--- config.mk ---
export PLATFORM = sky130hd
export DESIGN_NAME = serial_frame_deframer_sum8_core
export DESIGN_NICKNAME = d
export VERILOG_FILES = /design/src/sfd_pkg.sv /design/src/serial_frame_deframer_sum8_core.sv
export VERILOG_INCLUDE_DIRS = /design/src /design/src/src
export SDC_FILE = /design/constraint.sdc
export NUM_CORES = 1
export LEC_CHECK = 0
export BUFFER_PORTS_ARGS = -buffer_cell sky130_fd_sc_hd__buf_2
export CORE_MARGIN = 4
export CORE_UTILIZATION = 55
export CTS_CLUSTER_SIZE = 24
export DETAILED_ROUTE_END_ITERATION = 10
export GPL_TIMING_DRIVEN = 0
export PLACE_DENSITY = 0.69
export SYNTH_ARGS = -nofsm -noshare
export SYNTH_HDL_FRONTEND = slang
export SYNTH_SLANG_ARGS = --single-unit
--- constraint.sdc ---
create_clock -name clk -period 3.1 [get_ports clk]
set_input_delay 0.465 -clock clk [delete_from_list [all_inputs] [get_ports clk]]
set_output_delay 0.465 -clock clk [all_outputs]
set_load 0.02 [all_outputs]
--- src/serial_frame_deframer_sum8_core_defines.svh ---
// Assertion helpers for the frame deframer.
`ifndef SERIAL_FRAME_DEFRAMER_SUM8_CORE_DEFINES_SVH
`define SERIAL_FRAME_DEFRAMER_SUM8_CORE_DEFINES_SVH

// Same-cycle implication, disabled during reset.
`define SFD_ASSERT_NOW(lbl, ante, cons, msg) \
  lbl: assert property (@(posedge clk) disable iff (!rst_n) (ante) |-> (cons)) \
    else $error(msg);

// Next-cycle implication, disabled during reset.
`define SFD_ASSERT_NEXT(lbl, ante, cons, msg) \
  lbl: assert property (@(posedge clk) disable iff (!rst_n) (ante) |=> (cons)) \
    else $error(msg);

`endif

--- src/sfd_pkg.sv ---
`default_nettype none
package sfd_pkg;

  localparam int BYTE_W          = 8;
  localparam int LEN_W           = 6;
  localparam int IDX_W           = 5;
  localparam int CFG_ADDR_W      = 3;
  localparam int MAX_PAYLOAD_DEF = 32;

  localparam logic [CFG_ADDR_W-1:0] REG_HEADER_FIRST     = 3'd0;
  localparam logic [CFG_ADDR_W-1:0] REG_HEADER_SECOND    = 3'd1;
  localparam logic [CFG_ADDR_W-1:0] REG_PROTOCOL_VERSION = 3'd2;
  localparam logic [CFG_ADDR_W-1:0] REG_LENGTH_LIMIT     = 3'd3;

  localparam logic [BYTE_W-1:0] HEADER_FIRST_RST     = 8'h55;
  localparam logic [BYTE_W-1:0] HEADER_SECOND_RST    = 8'hAA;
  localparam logic [BYTE_W-1:0] PROTOCOL_VERSION_RST = 8'h00;
  localparam logic [LEN_W-1:0]  LENGTH_LIMIT_RST     = 6'd32;

  typedef enum logic [2:0] {
    PH_IDLE,
    PH_HEAD1,
    PH_HEAD2,
    PH_VER,
    PH_CMD,
    PH_LENHI,
    PH_DATA,
    PH_CHECK
  } phase_t;

endpackage
`default_nettype wire

--- src/serial_frame_deframer_sum8_core.sv ---
// Channel | Direction | Handshake          | Fields
// in      | input     | in_valid/in_stall  | in_rx_byte
// out     | output    | out_valid/out_stall| out_frame_status through out_last, 7 fields
// cfg     | input     | cfg_we             | cfg_addr, cfg_wdata
//
// One received byte is taken per cycle while a frame is being parsed and in_stall is
// low. A good checksum with payload drains the store at one result per cycle while
// out_stall is low, set by its single read port, via drain_r to the output registers;
// input stalls until the drain ends. Other checksum outcomes give one result, shown in
// the cycle after the checksum transfer. The checksum byte stalls while a previous
// result still waits on out_stall. Reset (rst_n low, synchronous) restores the config
// and control registers and returns to idle; the payload store needs no clearing.
`default_nettype none
`include "serial_frame_deframer_sum8_core_defines.svh"
module serial_frame_deframer_sum8_core #(
  parameter int MAX_PAYLOAD = sfd_pkg::MAX_PAYLOAD_DEF
) (
  input  wire logic                            clk,
  input  wire logic                            rst_n,
  input  wire logic                            in_valid,
  output logic                                 in_stall,
  input  wire logic [sfd_pkg::BYTE_W-1:0]      in_rx_byte,
  output logic                                 out_valid,
  input  wire logic                            out_stall,
  output logic                                 out_frame_status,
  output logic [sfd_pkg::BYTE_W-1:0]           out_command,
  output logic [sfd_pkg::LEN_W-1:0]            out_payload_length,
  output logic                                 out_data_valid,
  output logic [sfd_pkg::BYTE_W-1:0]           out_payload_byte,
  output logic [sfd_pkg::IDX_W-1:0]            out_byte_index,
  output logic                                 out_last,
  input  wire logic                            cfg_we,
  input  wire logic [sfd_pkg::CFG_ADDR_W-1:0]  cfg_addr,
  input  wire logic [sfd_pkg::BYTE_W-1:0]      cfg_wdata
);
  import sfd_pkg::*;

  localparam int AW = (MAX_PAYLOAD > 1) ? $clog2(MAX_PAYLOAD) : 1;
  localparam logic [LEN_W:0] MAX_LEN = (LEN_W + 1)'(MAX_PAYLOAD);

  // configuration
  logic [BYTE_W-1:0] hdr1_r, hdr2_r, ver_r;
  logic [LEN_W-1:0]  limit_r;

  // parser state
  phase_t            phase_r, phase_nxt;
  logic [BYTE_W-1:0] sum_r, sum_nxt;
  logic [LEN_W-1:0]  cnt_r, cnt_nxt;
  logic [BYTE_W-1:0] cmd_r, cmd_nxt;
  logic [BYTE_W-1:0] len_hi_r, len_hi_nxt;
  logic [LEN_W-1:0]  length_r, length_nxt;

  // drain and output stage
  logic              drain_r, drain_nxt;
  logic [LEN_W-1:0]  rd_ptr_r, rd_ptr_nxt;
  logic              out_valid_r, out_valid_nxt;
  logic              out_status_r, out_status_nxt;
  logic              out_dv_r, out_dv_nxt;
  logic [IDX_W-1:0]  out_idx_r, out_idx_nxt;
  logic              out_last_r, out_last_nxt;
  logic [BYTE_W-1:0] out_cmd_r, out_cmd_nxt;
  logic [LEN_W-1:0]  out_len_r, out_len_nxt;

  logic [BYTE_W-1:0] mem [MAX_PAYLOAD];
  logic [BYTE_W-1:0] rd_data_r;

  logic              in_fire, slot_free, rd_issue, wr_en, sum_ok, too_long;
  logic [LEN_W:0]    lim;
  logic [LEN_W:0]    cnt_inc;
  logic [LEN_W:0]    rd_next;

  assign in_stall  = drain_r || ((phase_r == PH_CHECK) && out_valid_r && out_stall);
  assign in_fire   = in_valid && !in_stall;
  assign slot_free = !out_valid_r || !out_stall;
  assign rd_issue  = drain_r && slot_free;
  assign sum_ok    = (in_rx_byte == sum_r);
  assign lim       = ({1'b0, limit_r} > MAX_LEN) ? MAX_LEN : {1'b0, limit_r};
  assign too_long  = (len_hi_r != '0) || (in_rx_byte > {1'b0, lim});
  assign cnt_inc   = {1'b0, cnt_r} + 1'b1;
  assign rd_next   = {1'b0, rd_ptr_r} + 1'b1;

  always_comb begin : next_phase
    phase_nxt = phase_r;
    if (in_fire) begin
      unique case (phase_r)
        PH_IDLE:  if (in_rx_byte == hdr1_r) phase_nxt = PH_HEAD1;
        PH_HEAD1: phase_nxt = (in_rx_byte == hdr2_r) ? PH_HEAD2 : PH_IDLE;
        PH_HEAD2: phase_nxt = (in_rx_byte == ver_r) ? PH_VER : PH_IDLE;
        PH_VER:   phase_nxt = PH_CMD;
        PH_CMD:   phase_nxt = PH_LENHI;
        PH_LENHI: begin
          if (too_long) phase_nxt = PH_IDLE;
          else if (in_rx_byte != '0) phase_nxt = PH_DATA;
          else phase_nxt = PH_CHECK;
        end
        PH_DATA:  if (cnt_inc >= {1'b0, length_r}) phase_nxt = PH_CHECK;
        PH_CHECK: phase_nxt = PH_IDLE;
      endcase
    end
  end

  always_comb begin : datapath
    sum_nxt        = sum_r;
    cnt_nxt        = cnt_r;
    cmd_nxt        = cmd_r;
    len_hi_nxt     = len_hi_r;
    length_nxt     = length_r;
    wr_en          = 1'b0;
    drain_nxt      = drain_r;
    rd_ptr_nxt     = rd_ptr_r;
    out_valid_nxt  = out_valid_r && out_stall;
    out_status_nxt = out_status_r;
    out_dv_nxt     = out_dv_r;
    out_idx_nxt    = out_idx_r;
    out_last_nxt   = out_last_r;
    out_cmd_nxt    = out_cmd_r;
    out_len_nxt    = out_len_r;
    if (in_fire) begin
      unique case (phase_r)
        PH_IDLE: begin
          if (in_rx_byte == hdr1_r) begin
            sum_nxt = in_rx_byte;
            cnt_nxt = '0;
          end
        end
        PH_HEAD1: begin
          if (in_rx_byte == hdr2_r) sum_nxt = sum_r + in_rx_byte;
          else cnt_nxt = '0;
        end
        PH_HEAD2: begin
          if (in_rx_byte == ver_r) sum_nxt = sum_r + in_rx_byte;
          else cnt_nxt = '0;
        end
        PH_VER: begin
          cmd_nxt = in_rx_byte;
          sum_nxt = sum_r + in_rx_byte;
        end
        PH_CMD: begin
          len_hi_nxt = in_rx_byte;
          sum_nxt    = sum_r + in_rx_byte;
        end
        PH_LENHI: begin
          sum_nxt    = sum_r + in_rx_byte;
          cnt_nxt    = '0;
          length_nxt = in_rx_byte[LEN_W-1:0];
        end
        PH_DATA: begin
          wr_en   = 1'b1;
          cnt_nxt = cnt_inc[LEN_W-1:0];
          sum_nxt = sum_r + in_rx_byte;
        end
        PH_CHECK: begin
          cnt_nxt = '0;
          if (!sum_ok || (length_r == '0)) begin
            out_valid_nxt  = 1'b1;
            out_status_nxt = !sum_ok;
            out_dv_nxt     = 1'b0;
            out_idx_nxt    = '0;
            out_last_nxt   = 1'b1;
            out_cmd_nxt    = cmd_r;
            out_len_nxt    = length_r;
          end else begin
            drain_nxt  = 1'b1;
            rd_ptr_nxt = '0;
          end
        end
      endcase
    end
    // advance the drain one entry per free output slot
    if (rd_issue) begin
      out_valid_nxt  = 1'b1;
      out_status_nxt = 1'b0;
      out_dv_nxt     = 1'b1;
      out_idx_nxt    = rd_ptr_r[IDX_W-1:0];
      out_last_nxt   = (rd_next == {1'b0, length_r});
      out_cmd_nxt    = cmd_r;
      out_len_nxt    = length_r;
      rd_ptr_nxt     = rd_next[LEN_W-1:0];
      if (rd_next == {1'b0, length_r}) drain_nxt = 1'b0;
    end
  end

  always_ff @(posedge clk) begin
    if (!rst_n) begin
      hdr1_r      <= HEADER_FIRST_RST;
      hdr2_r      <= HEADER_SECOND_RST;
      ver_r       <= PROTOCOL_VERSION_RST;
      limit_r     <= LENGTH_LIMIT_RST;
      phase_r     <= PH_IDLE;
      sum_r       <= '0;
      cnt_r       <= '0;
      drain_r     <= 1'b0;
      out_valid_r <= 1'b0;
    end else begin
      if (cfg_we) begin
        unique case (cfg_addr)
          REG_HEADER_FIRST:     hdr1_r  <= cfg_wdata;
          REG_HEADER_SECOND:    hdr2_r  <= cfg_wdata;
          REG_PROTOCOL_VERSION: ver_r   <= cfg_wdata;
          REG_LENGTH_LIMIT:     limit_r <= cfg_wdata[LEN_W-1:0];
          default: ;
        endcase
      end
      phase_r     <= phase_nxt;
      sum_r       <= sum_nxt;
      cnt_r       <= cnt_nxt;
      drain_r     <= drain_nxt;
      out_valid_r <= out_valid_nxt;
    end
  end

  always_ff @(posedge clk) begin
    cmd_r        <= cmd_nxt;
    len_hi_r     <= len_hi_nxt;
    length_r     <= length_nxt;
    rd_ptr_r     <= rd_ptr_nxt;
    out_status_r <= out_status_nxt;
    out_dv_r     <= out_dv_nxt;
    out_idx_r    <= out_idx_nxt;
    out_last_r   <= out_last_nxt;
    out_cmd_r    <= out_cmd_nxt;
    out_len_r    <= out_len_nxt;
  end

  // payload store: one write port while receiving, one read port while draining
  always_ff @(posedge clk) begin
    if (wr_en) mem[cnt_r[AW-1:0]] <= in_rx_byte;
    if (rd_issue) rd_data_r <= mem[rd_ptr_r[AW-1:0]];
  end

  assign out_valid          = out_valid_r;
  assign out_frame_status   = out_status_r;
  assign out_command        = out_cmd_r;
  assign out_payload_length = out_len_r;
  assign out_data_valid     = out_dv_r;
  assign out_payload_byte   = out_dv_r ? rd_data_r : '0;
  assign out_byte_index     = out_idx_r;
  assign out_last           = out_last_r;

  `SFD_ASSERT_NOW(a_drain_blocks_input, drain_r, in_stall, "input transfer during drain")
  `SFD_ASSERT_NOW(a_drain_in_idle, drain_r, phase_r == PH_IDLE, "drain while parsing")
  `SFD_ASSERT_NEXT(a_drain_holds, drain_r && out_valid_r && out_stall,
                   $stable(rd_ptr_r) && drain_r, "drain advanced into a stalled slot")
  `SFD_ASSERT_NOW(a_index_in_range, out_valid_r && out_dv_r, {1'b0, out_idx_r} < out_len_r,
                  "payload index beyond frame length")

endmodule
`default_nettype wire
==> Yosys cells after proc, flatten, opt, wreduce, memory -nomap -nowiden <==
Memories as Yosys holds them, arrays and structs flattened. A register that Yosys moved wholly into a read port is not among the register bits.
Cells that the tools add are included.
{ "op_classes": {"n_lt_le_gt_ge": 3, "n_eq_ne": 22, "addsub": 3, "mux": 50, "reduce_logical": 38} }
{ "op_table": {"columns": ["op", "count"], "rows": [
  ["6-bit two-way mux", 12],
  ["8-bit two-way mux", 8],
  ["8-bit == test", 4],
  ["8-bit case mux with 4 select lines", 1],
  ["6-bit case mux with 5 select lines", 1],
  ["3-bit case mux with 8 select lines", 1],
  ["5-bit two-way mux", 4],
  ["1-bit two-way mux", 18],
  ["8-bit nonzero test", 2],
  ["6-bit by 1-bit adder with 7-bit output (second input constant)", 2],
  ["2-bit inequality test (second input constant)", 7],
  ["2-bit AND reduction", 7],
  ["3-bit by 2-bit == test with 1-bit output (second input constant)", 4],
  ["3-bit == test (second input constant)", 4],
  ["3-bit AND reduction", 4],
  ["5-bit AND reduction", 2],
  ["3-bit two-way mux", 3],
  ["8-bit adder", 1],
  ["8-bit by 6-bit greater-than comparator with 1-bit output", 1],
  ["7-bit by 6-bit == test with 1-bit output", 1],
  ["7-bit by 6-bit >= comparator with 1-bit output", 1],
  ["3-bit by 1-bit == test with 1-bit output (second input constant)", 2],
  ["6-bit greater-than comparator (second input constant)", 1],
  ["3-bit zero test", 2],
  ["other kinds (10)", 23]
]} }
{ "word_totals": {"ramBits": 256, "ff_bits": 99, "n_memories": 1} }
{ "memory_table": {"columns": ["name", "words", "word_bits", "rd", "rd_ports_with_merged_regs", "wr", "line", "source"], "rows": [
  ["mem", 32, 8, 1, 1, 1, "serial_frame_deframer_sum8_core.sv:64", "logic [BYTE_W-1:0] mem [MAX_PAYLOAD];"]
]} }

==> Logic depth before layout (Yosys ltp) <==
Gate-level depths: netlist of the first run.
{ "logic_depth": {"word_depth": 9, "ltp_mapped": 9, "mapped_depth_nobuf": 9} }

==> Worst setup path before layout of the first run <==
OpenSTA, ideal clock, no wires.
{ "synth_path": {"path_kind": "register -> register", "from": "register cnt_r[2]", "to": "register phase_r[2]", "slack_ns": 0.728, "t_arrival_ns": 2.271, "path_stages_with_launch": 10, "setup_time_ns": 0.101, "period_less_slack_ns": 2.372, "required_ns": 2.999, "path_cell_list": "dfxtp_1 -> clkbuf_1 -> nand3_1 -> nor2_1 -> xor2_1 -> ha_1 -> a2111oi_0 -> o21ai_1 -> a31o_2 -> o41ai_1"} }
{ "synth_via": {"elab_chain_len": 4} }
{ "synth_lines": {"columns": ["item", "line", "source"], "rows": [
  ["start, declared", "serial_frame_deframer_sum8_core.sv:48", "logic [LEN_W-1:0] cnt_r, cnt_nxt;"],
  ["start signal, assigned", "serial_frame_deframer_sum8_core.sv:206", "cnt_r <= cnt_nxt;"],
  ["6-bit by 1-bit adder with 7-bit output", "serial_frame_deframer_sum8_core.sv:79", "assign cnt_inc = {1'b0, cnt_r} + 1'b1;"],
  ["7-bit by 6-bit >= comparator with 1-bit output", "serial_frame_deframer_sum8_core.sv:96", "PH_DATA: if (cnt_inc >= {1'b0, length_r}) phase_nxt = PH_CHECK;"],
  ["2-bit inequality test (no source line)", null, null],
  ["3-bit AND reduction (no source line)", null, null],
  ["end signal, assigned", "serial_frame_deframer_sum8_core.sv:204", "phase_r <= phase_nxt;"],
  ["end, declared", "serial_frame_deframer_sum8_core.sv:46", "phase_t phase_r, phase_nxt;"]
]} }
No other way between the ends.
A chain may end at the register's enable or synchronous reset.

==> Worst setup path in the final report of the first run <==
{ "layout_path": {"from": "register phase_r[1]", "to": "memory mem[19][7] (enable)"} }
{ "layout_via": {"elab_chain_len": 9} }
{ "layout_lines": {"columns": ["item", "line", "source"], "rows": [
  ["3-bit == test", "serial_frame_deframer_sum8_core.sv:72", "assign in_stall = drain_r || ((phase_r == PH_CHECK) && out_valid_r && out_stall);"],
  ["1-bit logical AND (2 in a row)", "serial_frame_deframer_sum8_core.sv:72", null],
  ["1-bit logical OR", "serial_frame_deframer_sum8_core.sv:72", null],
  ["1-bit zero test", "serial_frame_deframer_sum8_core.sv:73", "assign in_fire = in_valid && !in_stall;"],
  ["1-bit logical AND", "serial_frame_deframer_sum8_core.sv:73", null],
  ["1-bit two-way mux (*)", "serial_frame_deframer_sum8_core.sv:118", "if (in_fire) begin"],
  ["1-bit two-way mux (*)", "serial_frame_deframer_sum8_core.sv:227", "if (wr_en) mem[cnt_r[AW-1:0]] <= in_rx_byte;"],
  ["1-bit two-way mux (implied by the code) (*)", "serial_frame_deframer_sum8_core.sv:227", null],
  ["end, declared", "serial_frame_deframer_sum8_core.sv:64", null]
]} }
Mark *: on every way between the ends. The rest lies on a longest branch, timed or not.

==> out/results.ini, run 1 <==
[sta]
hold_violations=0
setup_ws_ps=230.4
drv_slew=0
setup_viol=0
hold_slack_ps=208.2
period_minus_slack_ps=2870
clock.fmax_ghz=0.3485
fin_crit_sh=0.9257
slew_headroom=0.2939
tightest_slew_ps=1051
fin_skew_ps=29.20
grt_setup_unrepaired=false

[synthesis]
synthCells=924
ys.flop_type=edfxtp_1
ys_async_sr_fraction=0
synth_seq_cells=363
synthDistinctLibCells=57
yosys_warnings=0
synth_area_um2=15170
synth.avg_cell_area_um2=16.42
ys_seq_area_frac=0.6847
synth_fp_nets=973
synth_edf_count=312

[worst_setup_path]
worstRegToRegCells=6
reg2reg_from=phase_r[1]
crit_type=reg2reg
timing.rr.end=mem[19][7]
path_max_fanout=9
cp.required_ps=3250
end_kind=flop
r2r_slack_ps=230
critPathLaunchType=flop
arrival_ps=3020

[clocking]
clockBufferDepth=3
cts-buffers-inserted=38
clk_latency_ps=530
cts_tree=done
hold_buffers=0
root_buffer=clkbuf_16
clkSlewWorstSetupHoldPaths_ps=60
htreeDepth=2
cts_sinks=363

[routing]
drc_errors=0
postRouteAntennaNets=0
wl_met3_um=1935
wl_per_cell_um=23.93
num_vias=8381
drt_iter0_markers=748
wl_um=33200
first_pass_iters=7
top_layer=met4
vias_per_cell=6.043
met1Wirelength_um=13740
route.met2.wl_um=16830

[power_and_ir_drop]
p_leak_nw=5.742
p_int_w=0.007847
combPwrFrac=0.021
switching_share=0.1998
seqPwrFrac=0.541
p_sw_w=0.001959
power.density_nw_per_um2=574.6
peakVddDrop_v=0.0004447
pwr-share-clk=0.438

[floorplanning]
core-area_um2=27030
num_io_pins=56
die_h_um=174.1
initial_core_util=0.5615
die_x_um=174.1
fp-row-count=60
fp.dieArea_um2=30310

[grt]
antenna_found_initial=0
grt_max_degree=39
grt_pass1_vias=8341
gr-total-overflow=0
grt_use_total=0.2194
grt_pass1_wl_um=50500

[finish]
diodes=0
layout.nets=1067
final_util=0.6314
nFillCells=1932
drive_gt1_frac=0.1931
largest_reg_flops=256
area_delta_synth_final_pct=12.45

[hold_path]
holdPathStages=3
min_path_type=in2reg
min_from=cfg_wdata[6]
holdPathEnd=hdr1_r[6]

[place]
place.port_buffers=54
place_ws_ps=-272.3
dp_hpwl_um=21670
place.gp.congestion=0.8602

[run]
drv_cap=0

[outcome]
status=finished clean

## repair_timing
item                                    4_1_cts  5_1_grt
endpoints found under the setup margin        0       23
buffers inserted                              0        0
resized for setup                             0        3
## routing by layer
metal  vias up  global-route usage
met2       301              0.3744
met3        49             0.03241
met4         0             0.05543
met5         -                   0
met1      4249              0.3016
li1       3782                   -
## how the worst max path moves through the flow
stage | start | end | slack (ps) | depth (start not counted)
2_1_floorplan | cnt_r[2] | phase_r[2] | 730 | 9
3_3_place_gp | in_rx_byte[2] | rd_ptr_r[0] | -230 | 6
3_5_place_dp | in_rx_byte[2] | out_command[4] | -270 | 7
4_1_cts | cnt_r[2] | phase_r[2] | 210 | 9
5_1_grt | in_rx_byte[3] | sum_r[6] | 70 | 9
6_report | phase_r[1] | mem[19][7] | 230 | 6
## power groups by stage
stage / Sequential (W) / Combinational (W) / Clock (W)
6_report: 0.00531 / 0.000208 / 0.00429
4_1_cts: 0.00531 / 0.000209 / 0.00436
3_3_place_gp: 0.00541 / 0.000202 / 0
3_5_place_dp: 0.00541 / 0.000208 / 0
2_1_floorplan: 0.00541 / 0.0000894 / 0
5_1_grt: 0.00530 / 0.000227 / 0.00460
## cell families after synthesis
logic type	after synthesis	share of synthesized area
flops	363	0.6847
fa+ha+maj	25	0.02111
compound gates	76	0.03191
mux	107	0.1412
simple gates	242	0.07363
buf+inv	68	0.02267
xor+xnor	43	0.02482
## cells in the mapped netlist (all sizes together), types with 3 or more instances
library cell  count  area [um2]
buf              22       171.4
nand2b            8       50.05
xnor2            13       113.9
xor2             30       262.8
edfxtp          312        9369
ha               24       300.3
mux2              8       90.09
nor2             73       274.0
clkbuf           27       101.4
and3              8       50.05
dfxtp            51        1021
and2             10       62.56
a211oi            6       45.04
or3               4       25.02
a21oi            26       130.1
nor2b             3       18.77
nor4              9       56.30
o211ai            4       30.03
mux2i            19       190.2
mux4             80        1862
o21ai            17       85.08
nand3            33       165.2
nor3             12       65.06
nand2            71       266.5
inv              19       71.32
## cell usage in the layout (no fill, tap or decap), types with 6 or more instances in the layout
master / n
a21oi_1: 26
and3_1: 8
mux2_2: 8
inv_1: 19
dfxtp_1: 51
nand3_1: 33
clkinv_1: 10
a211oi_1: 6
buf_2: 64
mux4_2: 64
ha_1: 24
mux4_1: 16
o21ai_0: 16
clkbuf_16: 41
edfxtp_1: 312
and2_1: 10
clkbuf_1: 34
xnor2_1: 13
nor2_1: 73
nand2_1: 71
nand2b_1: 8
xor2_1: 30
mux2i_1: 19
nor4_1: 9
nor3_1: 11
## critical path: stages, from the launching register on
cell and delay [ps]:
dfxtp_1 300, clkbuf_1 280, inv_1 160, or2_1 300, nor2_1 280, nand2_1 400, nor2_1 770
## stage by stage
stage | cell area [um2] | cells | setup TNS, ps | total power (W)
after global routing | 17060 | 1387 | 0 | 0.01014
final | 17060 | 1387 | 0 | 0.009806
after floorplan | 15170 | 924 | 0 | 0.005498
after detailed placement | 15870 | 1319 | -8423 | 0.005618
after global placement | 15870 | 1319 | -6859 | 0.005612
after CTS | 17060 | 1387 | 0 | 0.009872
## area by class of cell
cell class                 instances  area [um2]  area share
buffer                            49       274.0     0.01606
clock buffer                      49        1056     0.06189
clock inverter                    19       132.6    0.007772
inverter                          19       71.32    0.004179
multi-input combinational        493        4441      0.2602
sequential                       363       10390      0.6089
tap                              341       426.7     0.02500
timing repair buffer              54       272.8     0.01598
(Power assumes the default switching activity.)
==> run 2: changes to the inputs <==
- CORE_UTILIZATION: 55 -> 24
- PLACE_DENSITY: 0.69 -> 0.35
- SLEW_MARGIN: not set -> 20
==> run 2 against run 1 <==
Net effect:
- core utilization is 34 points lower
- register-to-register slack lost 210 ps
- clock skew is 12 ps lower
- combinational power up 9.6%
- largest cell class unchanged
- count of clock-buffer cells in the layout increased by 7
==> out/results.ini, run 2 (synthesized netlist as in run 1, its figures left out) <==
[finish]
area_delta_synth_final_pct=18.21
largest_reg_flops=256
final_common_cell=edfxtp_1
layout.nets=1070
final_cell_mix=edfxtp_1 (312), nand2_1 (70), mux4_2 (64)
drive_gt1_frac=0.2312
stdcell_area_um2=17940

[place]
dp_hpwl_um=28060
place_ws_ps=-636.0
place.port_buffers=54
place.gp.congestion=0.7562
place_area_um2=16500

[hold_path]
min_path_type=in2reg

[power_and_ir_drop]
power.density_nw_per_um2=578.4
peakVddDrop_v=0.0003103
p_leak_nw=5.813

[run]
drv_cap=0

[sta]
hold_slack_ps=171.8
hold_violations=0
slew_headroom=0.3282
setup_ws_ps=18.39
tightest_slew_ps=1000
period_minus_slack_ps=3082
setup_viol=0
fin_skew_ps=17.43
setup_tns_ps=0
clock.fmax_ghz=0.3245
fin_crit_sh=0.9941
drv_slew=0
grt_setup_unrepaired=true

[routing]
wl_per_cell_um=22.91
drt_iter0_markers=432
first_pass_iters=6
vias_per_cell=4.385
postRouteAntennaNets=0
drc_errors=0
num_vias=8284
wl_um=43280

[worst_setup_path]
cp.required_ps=3280
critPathLaunchType=flop
crit_type=reg2reg
end_kind=flop
path_max_fanout=9
slowest_delay_ps=640
cpMaxStageDelayCell=nor2_2
arrival_ps=3270
crit_chain=clkbuf_1 > inv_1 > or2_1 > nor2_1 > nand2_1 > nor2_2

[outcome]
status=finished clean

[clocking]
root_buffer=clkbuf_16
ctsResizeCount=7
cts-buffers-inserted=41
cts_tree=done
clkSlewWorstSetupHoldPaths_ps=60
hold_buffers=0
htreeDepth=2
clockBufferDepth=3
postCtsSetupBuffers=0
clk_latency_ps=560
cts_sinks=363

[floorplanning]
core-area_um2=62170
fp-row-count=91
num_io_pins=56
initial_core_util=0.2441
fp.dieArea_um2=67310
die_x_um=259.5
die_h_um=259.5

[grt]
grt_pass1_vias=8754
grt_use_total=0.1272
antenna_found_initial=2
grt_pass1_wl_um=62290
grt_max_degree=39
gr-total-overflow=0

run 2: cell count changes in the layout (fill, tap and decap cells not counted), sizes merged:
cell | before | now
buf | 75 | 70
inv | 19 | 20
bufinv | 1 | 3
clkinv | 17 | 13
diode | 0 | 1
clkbuf | 77 | 89
clkinvlp | 1 | 0
run 2: worst paths after layout:
| path | from | slack [ps] | cells past startpoint | endpoint |
|---|---|---|---|---|
| setup / recovery | phase_r[1] | 20 | 6 | mem[13][7] |
| hold / removal | cfg_wdata[7] | 170 | 3 | hdr2_r[7] |
| setup reg to reg | phase_r[1] | 20 | 6 | mem[13][7] |
| hold reg to reg | cmd_r[0] | 420 | 0 | out_command[0] |
run 2: power breakdown:
part / switching [W] / total, W / internal, W
registers: 0.00000704 / 0.00531 / 0.00530
clock network: 0.00200 / 0.00484 / 0.00284
logic: 0.000173 / 0.000228 / 0.0000547
total: 0.00218 / 0.0104 / 0.00819
run 2: routing by layer:
layer / global-route usage / up-vias / part of all wire
li1: - / 3796 / -
met1: 0.1712 / 4277 / 0.45
met2: 0.2136 / 150 / 0.49
met3: 0.01980 / 61 / 0.035
met4: 0.03598 / 0 / 0.024
met5: 0 / - / 0
run 2: final cells by class:
class | instances | area (um2)
plain buffers | 49 | 274.0
flip-flops and latches | 363 | 10390
inverters | 19 | 71.32
diodes | 1 | 2.502
repair buffers | 54 | 285.3
clock buffers | 56 | 1144
clock inverters | 17 | 181.4
well taps | 837 | 1047
multi-input cells | 493 | 4543
fillers | 6276 | 44230
run 2: worst max-delay path: cells and delay by family, from the launching register on:
| family | cells | cell delay, ps |
|---|---|---|
| simple gates | 4 | 1830 |
| buf+inv | 2 | 560 |
| flops | 1 | 300 |
run 2: metrics by stage:
step / total power (W) / utilization / std cells
after floorplan: 0.005498 / - / 924
after global placement: 0.005645 / 0.2653 / 1815
after detailed placement: 0.005646 / 0.2654 / 1815
after CTS: 0.01055 / 0.2869 / 1888
after global routing: 0.01076 / 0.2885 / 1888
final: 0.01038 / 0.2886 / 1889
==> run 3: changes to the inputs <==
- ABC_AREA: not set -> 1
==> run 3 against run 2 <==
Net effect:
- power rose by 2.0%
- sequential share of layout area fell by 1.3 points
- count of clock-buffer cells in the layout fell by 1
- largest cell class unchanged
- first-iteration DRC count rose by 98%
- highest routed layer unchanged
- setup slack improved by 230 ps
- hold slack got worse by 4.5 ps
- final area rose by 2.4%
- combinational power rose by 17%
- clock power rose by 4%
==> out/results.ini, run 3 <==
[worst_setup_path]
critPathMostFrequentCell=nor2_1
slowest_delay_ps=900
cp.required_ps=3270
cp_top_family=simple AND/OR/NAND/NOR gates
end_kind=flop
cpMaxStageDelayCell=nor2_1
critPathLaunchType=flop
critical_path_buf_inv_count=2
path_max_fanout=8
crit_chain=buf_2 > nand3_2 > o21ai_2 > nor2_4 > inv_1 > nor2_1 > nand2_1 > nor2_1
arrival_ps=3020
crit_type=reg2reg

[synthesis]
yosys_warnings=0
synth.most_common_cell=edfxtp_1
synth_compound_area_frac=0.1070
synth_edf_count=312
synth_adder_area_share=0.02056
yosys-top-cells-count=edfxtp_1 (312), nor2_1 (286), nand2_1 (172)
yosysTopAreaCell=edfxtp_1
synth_seq_cells=363
synth_area_um2=15580
ys.flop_type=edfxtp_1
ys_seq_area_frac=0.6668
synth_xor_area_frac=0.01550
ys_async_sr_fraction=0
synth_top_family_by_area=simple AND/OR/NAND/NOR gates
synth.avg_cell_area_um2=11.02
synthDistinctLibCells=43
synth_simple_gate_area_frac=0.1465
synth_top_area_frac=0.6013
synth_fp_nets=1463
synthTopCellsByArea=edfxtp_1 (60%), nor2_1 (6.9%), dfxtp_1 (6.6%)
synthCells=1414
synthMuxAreaShare=0

[finish]
final_common_cell=edfxtp_1
nFillCells=6691
drive_gt1_frac=0.1246
final_util=0.2853
largest_reg_flops=256
area_delta_synth_final_pct=17.83
final_cell_mix=edfxtp_1 (312), nor2_1 (281), nand2_1 (171)
stdcell_area_um2=18360
layout.nets=1565

[clocking]
hold_buffers=0
cts-buffers-inserted=44
cts_sinks=363
htreeDepth=2
clockBufferDepth=3
postCtsSetupBuffers=0
clkSlewWorstSetupHoldPaths_ps=60
cts_tree=done
root_buffer=clkbuf_16
clk_latency_ps=570

[grt]
grt_max_degree=43
grt_pass1_wl_um=76940
grt_use_total=0.1505
antenna_found_initial=1
grt_pass1_vias=10945
gr-total-overflow=0

[power_and_ir_drop]
peakVddDrop_v=0.0002978
p_leak_nw=6.522
power.density_nw_per_um2=576.7

[place]
place_ws_ps=-1192
place.port_buffers=54
dp_hpwl_um=34880
place_area_um2=16960
place.gp.congestion=0.8032

[routing]
drt_iter0_markers=854
wl_um=53300
postRouteAntennaNets=0
num_vias=10968
drc_errors=0
wl_per_cell_um=22.16
vias_per_cell=4.560
first_pass_iters=5

[floorplanning]
fp-row-count=93
core-area_um2=64350
die_h_um=262.8
fp.dieArea_um2=69070
die_x_um=262.8
num_io_pins=56
initial_core_util=0.2422

[outcome]
status=finished clean

[sta]
setup_viol=0
setup_tns_ps=0
hold_violations=0
setup_ws_ps=248.7
fin_skew_ps=21.42
slew_headroom=0.2870
period_minus_slack_ps=2851
fin_crit_sh=0.9198
grt_setup_unrepaired=true
clock.fmax_ghz=0.3507
tightest_slew_ps=1066
drv_slew=0

[hold_path]
min_path_type=in2reg

[run]
drv_cap=0

==> run 3: changes by cell type after synthesis, moves of 9 or more <==
| cell | before | now |
|---|---|---|
| inv_1 | 19 | 78 |
| mux4_1 | 16 | 0 |
| buf_2 | 11 | 23 |
| nor2_1 | 73 | 286 |
| o22ai_1 | 1 | 72 |
| o21ai_1 | 1 | 10 |
| mux4_2 | 64 | 0 |
| mux2i_1 | 19 | 0 |
| and2_1 | 10 | 0 |
| nand4_1 | 2 | 15 |
| xor2_1 | 30 | 5 |
| o21ai_0 | 16 | 169 |
| nand2_1 | 71 | 172 |
| o221ai_1 | 0 | 12 |
==> run 3: worst register-to-register path: cells and delay by family, from the launching register on <==
family	cells	cell delay, ps
AO/OA/AOI/OAI	1	80
flip-flops	1	290
buffers and inverters	2	310
AND/OR/NAND/NOR	5	1770
==> run 3: worst paths after layout <==
path / from / endpoint / slack [ps] / cells past startpoint
worst max-delay path: phase_r[1] / mem[20][3] / 250 / 8
worst min-delay path: cfg_wdata[6] / hdr1_r[6] / 170 / 3
worst max register to register: phase_r[1] / mem[20][3] / 250 / 8
worst min register to register: cmd_r[7] / out_command[7] / 420 / 0
==> run 3: metal layers <==
layer  track usage  wire length (um)  share of wire  vias to the layer above
met5             0                 0              0                        -
met4       0.04343              1358          0.025                        0
met3       0.02518              2117          0.040                       85
met2        0.2452             24840           0.47                      221
met1        0.2072             24980           0.47                     5467
li1              -                 -              -                     5195
==> run 3: what timing repair did <==
action,CTS,global route
setup endpoints to repair,27,43
pin swaps,0,0
gates resized for setup,6,3
==> run 3: report_power, final <==
group	switching (W)	internal, W
Sequential	0.00000945	0.00530
Combinational	0.000198	0.0000689
Clock	0.00210	0.00291
==> run 3: cells by family (layout without fill, tap and decap cells) <==
| kind of cell | count (synthesis) | count (layout) |
|---|---|---|
| compound gates | 301 | 301 |
| xor+xnor | 25 | 25 |
| fa+ha+maj | 25 | 25 |
| buf+inv | 155 | 290 |
| flops | 363 | 363 |
| other cells | 0 | 1 |
| simple gates | 545 | 545 |
==> run 3: layout make-up <==
cell class	instances	area, um2	share of cell area
Sequential cell	363	10390	0.5659
Multi-Input combinational cell	896	4538	0.2472
Clock buffer	55	1164	0.06338
Tap cell	855	1070	0.05827
Buffer	67	344.1	0.01874
Inverter	88	336.6	0.01833
Timing Repair Buffer	56	306.5	0.01670
Clock inverter	24	209.0	0.01138
Antenna cell	1	2.502	0.0001363
==> run 3: metrics by stage <==
stage / total power (W) / instances / hold WS (ps)
detailed placement: 0.005691 / 2325 / 405.6
floorplan: 0.005529 / 1414 / 400.3
CTS: 0.01075 / 2404 / 123.6
global placement: 0.005689 / 2323 / 403.5
finish: 0.01059 / 2405 / 167.3
global route: 0.01098 / 2404 / 153.2
